$ cat config.mk
export PLATFORM = sky130hd
export DESIGN_NAME = pixel_colorize_hsl
export DESIGN_NICKNAME = d
export VERILOG_FILES = /design/src/sv/pch_pkg.sv /design/src/sv/pch_cfg.sv /design/src/sv/pch_luma.sv /design/src/sv/pch_hsl.sv /design/src/sv/pixel_colorize_hsl.sv
export VERILOG_INCLUDE_DIRS = /design/src /design/src/sv
export SDC_FILE = /design/constraint.sdc
export NUM_CORES = 2
export LEC_CHECK = 0
export ABC_AREA = 1
export BUFFER_PORTS_ARGS = -buffer_cell sky130_fd_sc_hd__buf_4
export CORE_ASPECT_RATIO = 1.5
export CORE_UTILIZATION = 50
export CTS_CLUSTER_DIAMETER = 100
export DETAILED_ROUTE_END_ITERATION = 8
export GPL_TIMING_DRIVEN = 0
export HOLD_SLACK_MARGIN = 0.02
export PLACE_DENSITY_LB_ADDON = 0.25
export SYNTH_ARGS = -nofsm -noshare
export SYNTH_HDL_FRONTEND = slang
export SYNTH_SLANG_ARGS = --single-unit
$ cat constraint.sdc
create_clock -name clk -period 11.25 [get_ports clk]
set_input_delay 2.25 -clock clk [delete_from_list [all_inputs] [get_ports clk]]
set_output_delay 2.25 -clock clk [all_outputs]
set_load 0.03 [all_outputs]
$ cat src/sv/assert_macros.svh
// ----------------------------------------------------------------------------
// assert_macros.svh
// shared concurrent check macros for the colorizer rtl
// ----------------------------------------------------------------------------
`ifndef ASSERT_MACROS_SVH
`define ASSERT_MACROS_SVH

// property checked at every rising edge, off while reset is asserted
`define ASSERT_HOLD(label, clk, rst_n, prop, msg) \
	label: assert property (@(posedge clk) disable iff (!rst_n) (prop)) else $error(msg);

// consequent must hold in the cycle after the antecedent
`define ASSERT_NEXT(label, clk, rst_n, ante, cons, msg) \
	label: assert property (@(posedge clk) disable iff (!rst_n) (ante) |=> (cons)) else $error(msg);

`endif

$ cat src/sv/pch_pkg.sv
// ----------------------------------------------------------------------------
// pch_pkg
// types, constants and helper functions for the hsl colorizer
// ----------------------------------------------------------------------------
package pch_pkg;

	localparam int PIX_W = 8;
	localparam int CH_N  = 3;
	localparam int W_W   = 17;
	localparam int M_W   = 15;
	localparam int N_W   = 21;
	localparam int Q_W   = 43;

	localparam logic [W_W-1:0] W_MAX = 17'd65536;

	localparam logic [8:0]       HUE_RESET   = 9'd180;
	localparam logic [6:0]       SAT_RESET   = 7'd50;
	localparam logic signed [7:0] LIGHT_RESET = 8'sd0;
	localparam logic [W_W-1:0]   WR_RESET    = 17'd13933;
	localparam logic [W_W-1:0]   WG_RESET    = 17'd46872;
	localparam logic [W_W-1:0]   WB_RESET    = 17'd4732;

	// floor(x/100) for x below 25600, floor(x/6000) for x below 2^21
	localparam logic [12:0] RECIP_100  = 13'd5243;
	localparam logic [21:0] RECIP_6000 = 22'd2863312;
	localparam int          Q_LSB      = 34;

	localparam logic [M_W-1:0] M_MAX = 15'd25500;

	typedef enum logic [2:0] {
		REG_HUE      = 3'd0,
		REG_SAT      = 3'd1,
		REG_LIGHT    = 3'd2,
		REG_WEIGHT_R = 3'd3,
		REG_WEIGHT_G = 3'd4,
		REG_WEIGHT_B = 3'd5
	} cfg_reg_t;

	// settings derived from the registers, used by the later stages
	typedef struct packed {
		logic [6:0]            sat;
		logic [6:0]            scale;
		logic [7:0]            offset;
		logic [CH_N-1:0][5:0]  slope;
	} cfg_t;

	function automatic logic [7:0] div100(input logic [14:0] x);
		logic [27:0] p;
		p = 28'(x) * 28'(RECIP_100);
		return p[26:19];
	endfunction

	// weight of (m2-m1) in sixtieths for a channel angle in 0..360
	function automatic logic [5:0] hue_slope(input logic [8:0] d);
		logic [8:0] r;
		if (d < 9'd60) begin
			r = d;
		end else if (d < 9'd180) begin
			r = 9'd60;
		end else if (d < 9'd240) begin
			r = 9'd240 - d;
		end else begin
			r = 9'd0;
		end
		return r[5:0];
	endfunction

endpackage

$ cat src/sv/pch_cfg.sv
// ----------------------------------------------------------------------------
// pch_cfg
// register file and derived settings for the colorizer
// ----------------------------------------------------------------------------
module pch_cfg import pch_pkg::*; (
	input  logic                       clk,
	input  logic                       arst_n,
	input  logic                       cfg_valid,
	output logic                       cfg_ready,
	input  logic [2:0]                 cfg_index,
	input  logic [W_W-1:0]             cfg_data,
	output logic [CH_N-1:0][W_W-1:0]   weight,
	output cfg_t                       cfg
);

	logic [8:0]           hue_q;
	logic [6:0]           sat_q;
	logic signed [7:0]    light_q;
	logic [W_W-1:0]       wr_q, wg_q, wb_q;
	cfg_t                 cfg_q;
	cfg_t                 cfg_d;

	logic [8:0]           h;
	logic [8:0]           d_r, d_b;
	logic signed [7:0]    qc;
	logic [6:0]           mag;
	logic [14:0]          ceil_arg;

	assign cfg_ready = 1'b1;

	always_ff @(posedge clk or negedge arst_n) begin
		if (!arst_n) begin
			hue_q   <= HUE_RESET;
			sat_q   <= SAT_RESET;
			light_q <= LIGHT_RESET;
			wr_q    <= WR_RESET;
			wg_q    <= WG_RESET;
			wb_q    <= WB_RESET;
		end else if (cfg_valid && cfg_ready) begin
			unique case (cfg_reg_t'(cfg_index))
				REG_HUE:      hue_q   <= cfg_data[8:0];
				REG_SAT:      sat_q   <= cfg_data[6:0];
				REG_LIGHT:    light_q <= signed'(cfg_data[7:0]);
				REG_WEIGHT_R: wr_q    <= cfg_data;
				REG_WEIGHT_G: wg_q    <= cfg_data;
				REG_WEIGHT_B: wb_q    <= cfg_data;
				default: ;
			endcase
		end
	end

	// weights feed the first stage directly
	always_comb begin
		weight[0] = (wr_q > W_MAX) ? W_MAX : wr_q;
		weight[1] = (wg_q > W_MAX) ? W_MAX : wg_q;
		weight[2] = (wb_q > W_MAX) ? W_MAX : wb_q;
	end

	always_comb begin
		h   = (hue_q >= 9'd360) ? (hue_q - 9'd360) : hue_q;
		d_r = (h > 9'd240) ? (h - 9'd240) : (h + 9'd120);
		d_b = (h < 9'd120) ? (h + 9'd240) : (h - 9'd120);

		if (light_q > 8'sd100) begin
			qc = 8'sd100;
		end else if (light_q < -8'sd100) begin
			qc = -8'sd100;
		end else begin
			qc = light_q;
		end
		mag      = qc[7] ? 7'(-qc) : 7'(qc);
		ceil_arg = 15'(7'd100 - mag) * 15'd255 + 15'd99;

		cfg_d.sat      = (sat_q > 7'd100) ? 7'd100 : sat_q;
		cfg_d.scale    = 7'd100 - mag;
		// toward white adds back the headroom the scaling removed
		cfg_d.offset   = (!qc[7] && qc != 8'sd0) ? (8'd255 - div100(ceil_arg)) : 8'd0;
		cfg_d.slope[0] = hue_slope(d_r);
		cfg_d.slope[1] = hue_slope(h);
		cfg_d.slope[2] = hue_slope(d_b);
	end

	always_ff @(posedge clk) begin
		cfg_q <= cfg_d;
	end

	assign cfg = cfg_q;

endmodule

$ cat src/sv/pch_luma.sv
// ----------------------------------------------------------------------------
// pch_luma
// weighted luminance and lightness shift, four pipeline stages
// ----------------------------------------------------------------------------
module pch_luma import pch_pkg::*; (
	input  logic                       clk,
	input  logic                       arst_n,
	input  logic                       in_valid,
	output logic                       in_ready,
	input  logic [3:0][PIX_W-1:0]      in_px,
	input  logic [CH_N-1:0][W_W-1:0]   weight,
	input  cfg_t                       cfg,
	output logic                       out_valid,
	input  logic                       out_ready,
	output logic [PIX_W-1:0]           out_lum,
	output logic [PIX_W-1:0]           out_alpha
);

	logic v_s1, v_s2, v_s3, v_s4;
	logic adv_s1, adv_s2, adv_s3, adv_s4;

	logic [CH_N-1:0][24:0]  pr_s1;
	logic [PIX_W-1:0]       a_s1, a_s2, a_s3, a_s4;
	logic [PIX_W-1:0]       lum_s2, lum_s4;
	logic [14:0]            prod_s3;

	logic [9:0]             sum;
	logic [8:0]             lum_add;

	// a stage moves when it is empty or its successor moves
	assign adv_s4   = !v_s4 || out_ready;
	assign adv_s3   = !v_s3 || adv_s4;
	assign adv_s2   = !v_s2 || adv_s3;
	assign adv_s1   = !v_s1 || adv_s2;
	assign in_ready = adv_s1;

	always_ff @(posedge clk or negedge arst_n) begin
		if (!arst_n) begin
			v_s1 <= 1'b0;
			v_s2 <= 1'b0;
			v_s3 <= 1'b0;
			v_s4 <= 1'b0;
		end else begin
			if (adv_s1) v_s1 <= in_valid;
			if (adv_s2) v_s2 <= v_s1;
			if (adv_s3) v_s3 <= v_s2;
			if (adv_s4) v_s4 <= v_s3;
		end
	end

	always_comb begin
		sum = 10'(pr_s1[0][24:16]) + 10'(pr_s1[1][24:16]) + 10'(pr_s1[2][24:16]);
		lum_add = 9'(div100(prod_s3)) + 9'(cfg.offset);
	end

	always_ff @(posedge clk) begin
		if (adv_s1) begin
			for (int c = 0; c < CH_N; c++) begin
				pr_s1[c] <= 25'(in_px[c]) * 25'(weight[c]);
			end
			a_s1 <= in_px[3];
		end
		if (adv_s2) begin
			lum_s2 <= (sum > 10'd255) ? 8'd255 : sum[7:0];
			a_s2   <= a_s1;
		end
		if (adv_s3) begin
			prod_s3 <= 15'(lum_s2) * 15'(cfg.scale);
			a_s3    <= a_s2;
		end
		if (adv_s4) begin
			lum_s4 <= lum_add[7:0];
			a_s4   <= a_s3;
		end
	end

	assign out_valid = v_s4;
	assign out_lum   = lum_s4;
	assign out_alpha = a_s4;

endmodule

$ cat src/sv/pch_hsl.sv
// ----------------------------------------------------------------------------
// pch_hsl
// hsl to rgb conversion of the adjusted luminance, three pipeline stages
// ----------------------------------------------------------------------------
`include "assert_macros.svh"

module pch_hsl import pch_pkg::*; (
	input  logic                        clk,
	input  logic                        arst_n,
	input  logic                        in_valid,
	output logic                        in_ready,
	input  logic [PIX_W-1:0]            in_lum,
	input  logic [PIX_W-1:0]            in_alpha,
	input  cfg_t                        cfg,
	output logic                        out_valid,
	input  logic                        out_ready,
	output logic [CH_N-1:0][PIX_W-1:0]  out_px,
	output logic [PIX_W-1:0]            out_alpha
);

	logic v_s5, v_s6, v_s7;
	logic adv_s5, adv_s6, adv_s7;

	logic [M_W-1:0]             m1_s5, m2_s5;
	logic [CH_N-1:0][N_W-1:0]   n_s6;
	logic [CH_N-1:0][Q_W-1:0]   q_s7;
	logic [PIX_W-1:0]           a_s5, a_s6, a_s7;

	logic                       lo;
	logic [7:0]                 op_x, op_y;
	logic [15:0]                prod, m2_w, m1_w;
	logic [M_W-1:0]             diff;

	assign adv_s7   = !v_s7 || out_ready;
	assign adv_s6   = !v_s6 || adv_s7;
	assign adv_s5   = !v_s5 || adv_s6;
	assign in_ready = adv_s5;

	always_ff @(posedge clk or negedge arst_n) begin
		if (!arst_n) begin
			v_s5 <= 1'b0;
			v_s6 <= 1'b0;
			v_s7 <= 1'b0;
		end else begin
			if (adv_s5) v_s5 <= in_valid;
			if (adv_s6) v_s6 <= v_s5;
			if (adv_s7) v_s7 <= v_s6;
		end
	end

	// m2 = l*(100+s) for the dark half, 100*l + s*(255-l) for the bright half
	always_comb begin
		lo   = (in_lum <= 8'd127);
		op_x = lo ? in_lum : (8'd255 - in_lum);
		op_y = lo ? (8'd100 + 8'(cfg.sat)) : 8'(cfg.sat);
		prod = 16'(op_x) * 16'(op_y);
		m2_w = lo ? prod : (16'(in_lum) * 16'd100 + prod);
		m1_w = 16'(in_lum) * 16'd200 - m2_w;
		diff = m2_s5 - m1_s5;
	end

	always_ff @(posedge clk) begin
		if (adv_s5) begin
			m2_s5 <= m2_w[M_W-1:0];
			m1_s5 <= m1_w[M_W-1:0];
			a_s5  <= in_alpha;
		end
		if (adv_s6) begin
			for (int c = 0; c < CH_N; c++) begin
				n_s6[c] <= N_W'(m1_s5) * N_W'(60) + N_W'(diff) * N_W'(cfg.slope[c]);
			end
			a_s6 <= a_s5;
		end
		if (adv_s7) begin
			for (int c = 0; c < CH_N; c++) begin
				q_s7[c] <= Q_W'(n_s6[c]) * Q_W'(RECIP_6000);
			end
			a_s7 <= a_s6;
		end
	end

	always_comb begin
		for (int c = 0; c < CH_N; c++) begin
			out_px[c] = q_s7[c][Q_LSB+PIX_W-1:Q_LSB];
		end
	end

	assign out_valid = v_s7;
	assign out_alpha = a_s7;

	`ASSERT_HOLD(a_m_order, clk, arst_n, v_s5 |-> (m2_s5 >= m1_s5), "m2 below m1")
	`ASSERT_HOLD(a_m_range, clk, arst_n, v_s5 |-> (m2_s5 <= M_MAX), "m2 above full scale")
	`ASSERT_HOLD(a_q_range, clk, arst_n, v_s7 |-> ((q_s7[0][Q_W-1] | q_s7[1][Q_W-1] | q_s7[2][Q_W-1]) == 1'b0), "channel quotient above 255")
	`ASSERT_NEXT(a_advance, clk, arst_n, v_s6 && adv_s7, v_s7, "item dropped entering stage 7")

endmodule

$ cat src/sv/pixel_colorize_hsl.sv
// ----------------------------------------------------------------------------
// pixel_colorize_hsl
// rgba pixel colorizer: weighted luminance, lightness shift, hsl to rgb
// ----------------------------------------------------------------------------
// Fully pipelined in four luminance stages and three hsl stages, all but
// the luminance sum stage bound by a multiply; one pixel is accepted every
// clock cycle until back-pressure fills the pipeline. Back-pressure on the
// output stalls only the stages that hold items, so bubbles still absorb input.
// The user must write registers through the cfg port only while the stream
// is idle; the block itself does not enforce this. Derived hue, saturation
// and lightness settings settle in the cycle after a write. Alpha is carried
// through unchanged.
module pixel_colorize_hsl import pch_pkg::*; (
	input  logic            clk,
	input  logic            arst_n,
	input  logic            s_axis_tvalid,
	output logic            s_axis_tready,
	input  logic [31:0]     s_axis_tdata,   // in_red, in_green, in_blue, in_alpha
	output logic            m_axis_tvalid,
	input  logic            m_axis_tready,
	output logic [31:0]     m_axis_tdata,   // out_red, out_green, out_blue, out_alpha
	input  logic            cfg_valid,
	output logic            cfg_ready,
	input  logic [2:0]      cfg_index,
	input  logic [W_W-1:0]  cfg_data
);

	logic [CH_N-1:0][W_W-1:0]   weight;
	cfg_t                       cfg;
	logic                       mid_valid, mid_ready;
	logic [PIX_W-1:0]           mid_lum, mid_alpha;
	logic [CH_N-1:0][PIX_W-1:0] out_px;
	logic [PIX_W-1:0]           out_alpha;

	pch_cfg u_cfg (
		.clk       (clk),
		.arst_n    (arst_n),
		.cfg_valid (cfg_valid),
		.cfg_ready (cfg_ready),
		.cfg_index (cfg_index),
		.cfg_data  (cfg_data),
		.weight    (weight),
		.cfg       (cfg)
	);

	pch_luma u_luma (
		.clk       (clk),
		.arst_n    (arst_n),
		.in_valid  (s_axis_tvalid),
		.in_ready  (s_axis_tready),
		.in_px     (s_axis_tdata),
		.weight    (weight),
		.cfg       (cfg),
		.out_valid (mid_valid),
		.out_ready (mid_ready),
		.out_lum   (mid_lum),
		.out_alpha (mid_alpha)
	);

	pch_hsl u_hsl (
		.clk       (clk),
		.arst_n    (arst_n),
		.in_valid  (mid_valid),
		.in_ready  (mid_ready),
		.in_lum    (mid_lum),
		.in_alpha  (mid_alpha),
		.cfg       (cfg),
		.out_valid (m_axis_tvalid),
		.out_ready (m_axis_tready),
		.out_px    (out_px),
		.out_alpha (out_alpha)
	);

	assign m_axis_tdata = {out_alpha, out_px[2], out_px[1], out_px[0]};

endmodule

==> impl_table.tex <==
\begin{tabular}{lr}
\hline
Metric & Value \\
\hline
\multicolumn{2}{l}{\textbf{Run status}} \\
\quad Run status & finished, final reports clean \\
\multicolumn{2}{l}{\textbf{Synth}} \\
\quad Gate count of the mapped netlist & 8197 \\
\quad Top cells by area in the synthesized netlist & fa\_1, ha\_1, inv\_1, edfxtp\_1, nand2\_1 \\
\quad Async S/R FF share, synth & 0.2350 \\
\quad Syn. warnings & 0 \\
\quad Dominant synthesized flop cell & edfxtp\_1 \\
\quad Number of enable flip-flop cells after synthesis & between 200 and 250 \\
\quad Portion of synthesized cell area occupied by the leading cell type & 0.3176 \\
\quad Library cell with the largest summed area after synthesis & fa\_1 \\
\quad Portion of the post-synthesis area used by sequential elements & 0.1370 \\
\quad Post-synthesis average cell area & 8.644 um2 \\
\quad Cell Area, Synth & 70850 um2 \\
\quad Number of different library cells in the post-synthesis netlist & 67 \\
\quad Number of register bits inferred by synthesis & 349 \\
\multicolumn{2}{l}{\textbf{Global routing}} \\
\quad Total congestion overflow after global routing & 0 \\
\quad Number of global-route vias before repair & 58.00k \\
\quad Number of antenna violations at the first check in global routing & 4 \\
\quad Maximum number of pins on one net before global-route repair & 83 \\
\quad Aggregate global-route resource usage & 0.2606 \\
\quad Wire length of the first global-routing pass & 291.5 mm \\
\multicolumn{2}{l}{\textbf{Route}} \\
\quad Remaining antenna violation count & 0 \\
\quad DRC marker count from the first detailed-route iteration & 2461 \\
\quad Final routed wirelength across all metal layers & about 180 mm \\
\quad Number of vias after detailed routing & 53.47k \\
\quad Number of detailed-routing iterations run before antenna repair & 5 \\
\quad DRC violations left & 0 \\
\quad Routed vias/inst & 5.203 \\
\quad Routed wire length per instance & 17.57 um \\
\multicolumn{2}{l}{\textbf{Worst setup path}} \\
\quad Critical path startpoint category & register \\
\quad Maximum single-stage delay on the critical path & 600 ps \\
\quad Cell repeated most along the worst path & inv\_1 \\
\quad Data arrival at the endpoint of the critical path & 11340 ps \\
\quad Required arrival time at the worst endpoint & 11790 ps \\
\quad Crit Path Max Fanout & 6 \\
\quad Highest-delay cell along the critical path & fa\_1 \\
\quad WS Path Type & reg2reg \\
\quad Critical Path Sink Type & register \\
\multicolumn{2}{l}{\textbf{STA}} \\
\quad Tightest hold margin & 408.9 ps \\
\quad Crit path setup slack, layout & roughly 450 ps \\
\quad Maximum clock frequency & 92.58 MHz \\
\quad Final period util & 0.9601 \\
\quad Final critical delay including setup and external delays & 10800 ps \\
\quad Number of hold violations in the final report & 0 \\
\quad Setup-failing EPs final & 0 \\
\quad Final Slew Violations & 0 \\
\quad Max-Slew Margin vs Limit & 0.2370 \\
\quad Transition time of the tightest slew-check pin & roughly 1100 ps \\
\quad Final worst clock skew & 27.08 ps \\
\multicolumn{2}{l}{\textbf{Die}} \\
\quad Chip width & 309.4 um \\
\quad Io pins & 92 \\
\quad Initial Util & 0.5054 \\
\quad Core Box Area & around 140000 um2 \\
\quad Number of placement rows & between 150 and 200 \\
\quad Die ar. & 143300 um2 \\
\quad Die Span Y & 463.0 um \\
\multicolumn{2}{l}{\textbf{Clock tree}} \\
\quad Max Buffers Root-to-Sink & 3 \\
\quad Worst skew pair latency & 640 ps \\
\quad CTS Hold Buffers Added & 0 \\
\quad TritonCTS clock tree & done \\
\quad Clock H-tree levels & 2 \\
\quad Clock sinks & 349 \\
\quad Inserted Clock Buffers & 42 \\
\quad Clock root buffer & clkbuf\_16 \\
\quad Clock input transition at the sequential cells of the worst setup and hold paths & 60 ps \\
\multicolumn{2}{l}{\textbf{Final layout}} \\
\quad Final std cells w/o fill & approximately 10k \\
\quad Share of layout cells above drive strength 1 & 0.04033 \\
\quad Synth-to-layout area growth & 7.240\% \\
\quad Post-route cell area & roughly 76000 um2 \\
\quad Post-layout net count & 10.66k \\
\multicolumn{2}{l}{\textbf{Placement}} \\
\quad HPWL reported at the end of detailed placement & $\sim$160 mm \\
\quad Post-DP Area & 74010 um2 \\
\quad Count of input and output buffers & 86 \\
\quad Routability Congestion & slightly below 1 \\
\quad Pre-CTS setup slack & -1585 ps \\
\quad Placed Instances & 10.17k \\
\multicolumn{2}{l}{\textbf{Run}} \\
\quad Max-capacitance violation count & 0 \\
\multicolumn{2}{l}{\textbf{Worst hold path}} \\
\quad Path category of the worst min-delay check & reg2reg \\
\hline
\end{tabular}
-- sequential cells by signal, indices dropped and copies added (netlist names), 8 cells and up --
| register | count |
|---|---|
| u_hsl.n_s6 | 60 |
| u_cfg.cfg | 40 |
| u_luma.pr_s1 | 27 |
| u_hsl.out_px | 24 |
| u_cfg.wb_q | 17 |
| u_cfg.wg_q | 17 |
| u_cfg.wr_q | 17 |
| u_hsl.m2_s5 | 15 |
| u_luma.prod_s3 | 15 |
| u_hsl.m1_s5 | 14 |
| u_cfg.hue_q | 9 |
| u_cfg.light_q | 8 |
| u_hsl.a_s5 | 8 |
| u_hsl.a_s6 | 8 |
| u_hsl.out_alpha | 8 |
| u_luma.a_s1 | 8 |
| u_luma.a_s2 | 8 |
| u_luma.a_s3 | 8 |
| u_luma.lum_s2 | 8 |
| u_luma.out_alpha | 8 |
| u_luma.out_lum | 8 |
-- Yosys cell counts, types with 60 or more instances --
master,n
inv_1,2179
nand2_1,1323
fa_1,1124
ha_1,1108
nor2_1,547
a21oi_1,348
o21ai_0,246
edfxtp_1,227
nand3_1,195
xor2_1,182
clkbuf_1,91
xnor2_1,78
nand4_1,60
-- layer usage --
layer | wire length [um] | up-vias | global-route usage | part of all wire
li1 | - | 25520 | - | -
met1 | 62990 | 26250 | 0.2610 | 0.35
met2 | 97640 | 1181 | 0.5007 | 0.54
met3 | 5889 | 523 | 0.02579 | 0.033
met4 | 14030 | 2 | 0.1717 | 0.078
met5 | 11 | - | 0 | 0.000061
-- path summary, 6_finish.rpt --
check | startpoint | endpoint | slack, ps | cells past startpoint
min in group asynchronous | arst_n | u_hsl.v_s5$_DFFE_PN0P_ | 1800 | 1
setup / recovery | u_cfg.light_q[3]$_DFFE_PN0P_ | u_cfg.cfg[23]$_SDFF_PN0_ | 450 | 60
setup reg to reg | u_cfg.light_q[3]$_DFFE_PN0P_ | u_cfg.cfg[23]$_SDFF_PN0_ | 450 | 60
hold reg to reg | u_hsl.a_s5[3]$_DFFE_PP_ | u_hsl.a_s6[3]$_DFFE_PP_ | 410 | 0
hold / removal | u_hsl.a_s5[3]$_DFFE_PP_ | u_hsl.a_s6[3]$_DFFE_PP_ | 410 | 0
max in group asynchronous | arst_n | u_cfg.hue_q[3]$_DFFE_PN0P_ | 8660 | 1
-- cells in the final DEF (no fill, tap or decap), types with 22 or more instances in the layout --
cell type  count
inv_1       2168
ha_1        1104
nor3_1        49
buf_4        109
clkbuf_16     44
nor2_1       546
xnor2_1       76
clkbuf_1     101
o21ai_0      243
edfxtp_1     227
a31oi_1       29
nand3_1      193
nand2_1     1316
o21bai_1      36
dfxtp_1       40
nand2_2       22
xor2_1       175
nand4_1       60
fa_1        1124
dfstp_2       31
dfrtp_1       51
a21o_1        26
a21oi_1      344
-- area by class of cell --
cell class / count / area, um2
repair buffers: 114 / 953.4
flip-flops and latches: 349 / 9708
diodes: 2 / 5.005
multi-input cells: 5575 / 52910
well taps: 1870 / 2340
plain buffers: 96 / 367.9
clock buffers: 60 / 1221
fillers: 13020 / 64220
clock inverters: 17 / 227.7
inverters: 2194 / 8247
-- metrics by stage --
| stage | TNS (ps) | utilization |
|---|---|---|
| floorplan | 0 | - |
| global placement | -9857 | 0.5271 |
| detailed placement | -9427 | 0.5279 |
| CTS | 0 | 0.5396 |
| global route | -386.2 | 0.5419 |
| finish | 0 | 0.5420 |
-- timing repair --
| item | CTS | global route |
|---|---|---|
| endpoints found under the setup margin | 8 | 8 |
| setup buffers | 4 | 20 |
| pin swaps | 3 | 17 |
| gates resized for setup | 29 | 42 |
-- worst max-delay path: cells and delay by family (launching register included) --
family / cells / cell delay (ps)
buf+inv: 16 / 1260
compound gates: 11 / 1670
xor+xnor: 1 / 220
fa+ha+maj: 14 / 5410
flops: 1 / 390
simple gates: 18 / 1710
-- kinds of logic (layout without fill, tap and decap cells) --
logic type / count (synthesis) / after routing / synth area share
AOI/OAI and AO/OA: 797 / 797 / 0.06350
adders and majority gates: 2232 / 2232 / 0.5132
other: 2 / 21 / 0.0001060
xor gates and xnor gates: 262 / 262 / 0.03276
DFF: 349 / 349 / 0.1370
buffers and inverters: 2290 / 2481 / 0.1214
and+or+nand+nor: 2265 / 2265 / 0.1319
Power is not shown: default switching activity piles up to over one toggle a cycle in this logic, so the estimate is an artifact.
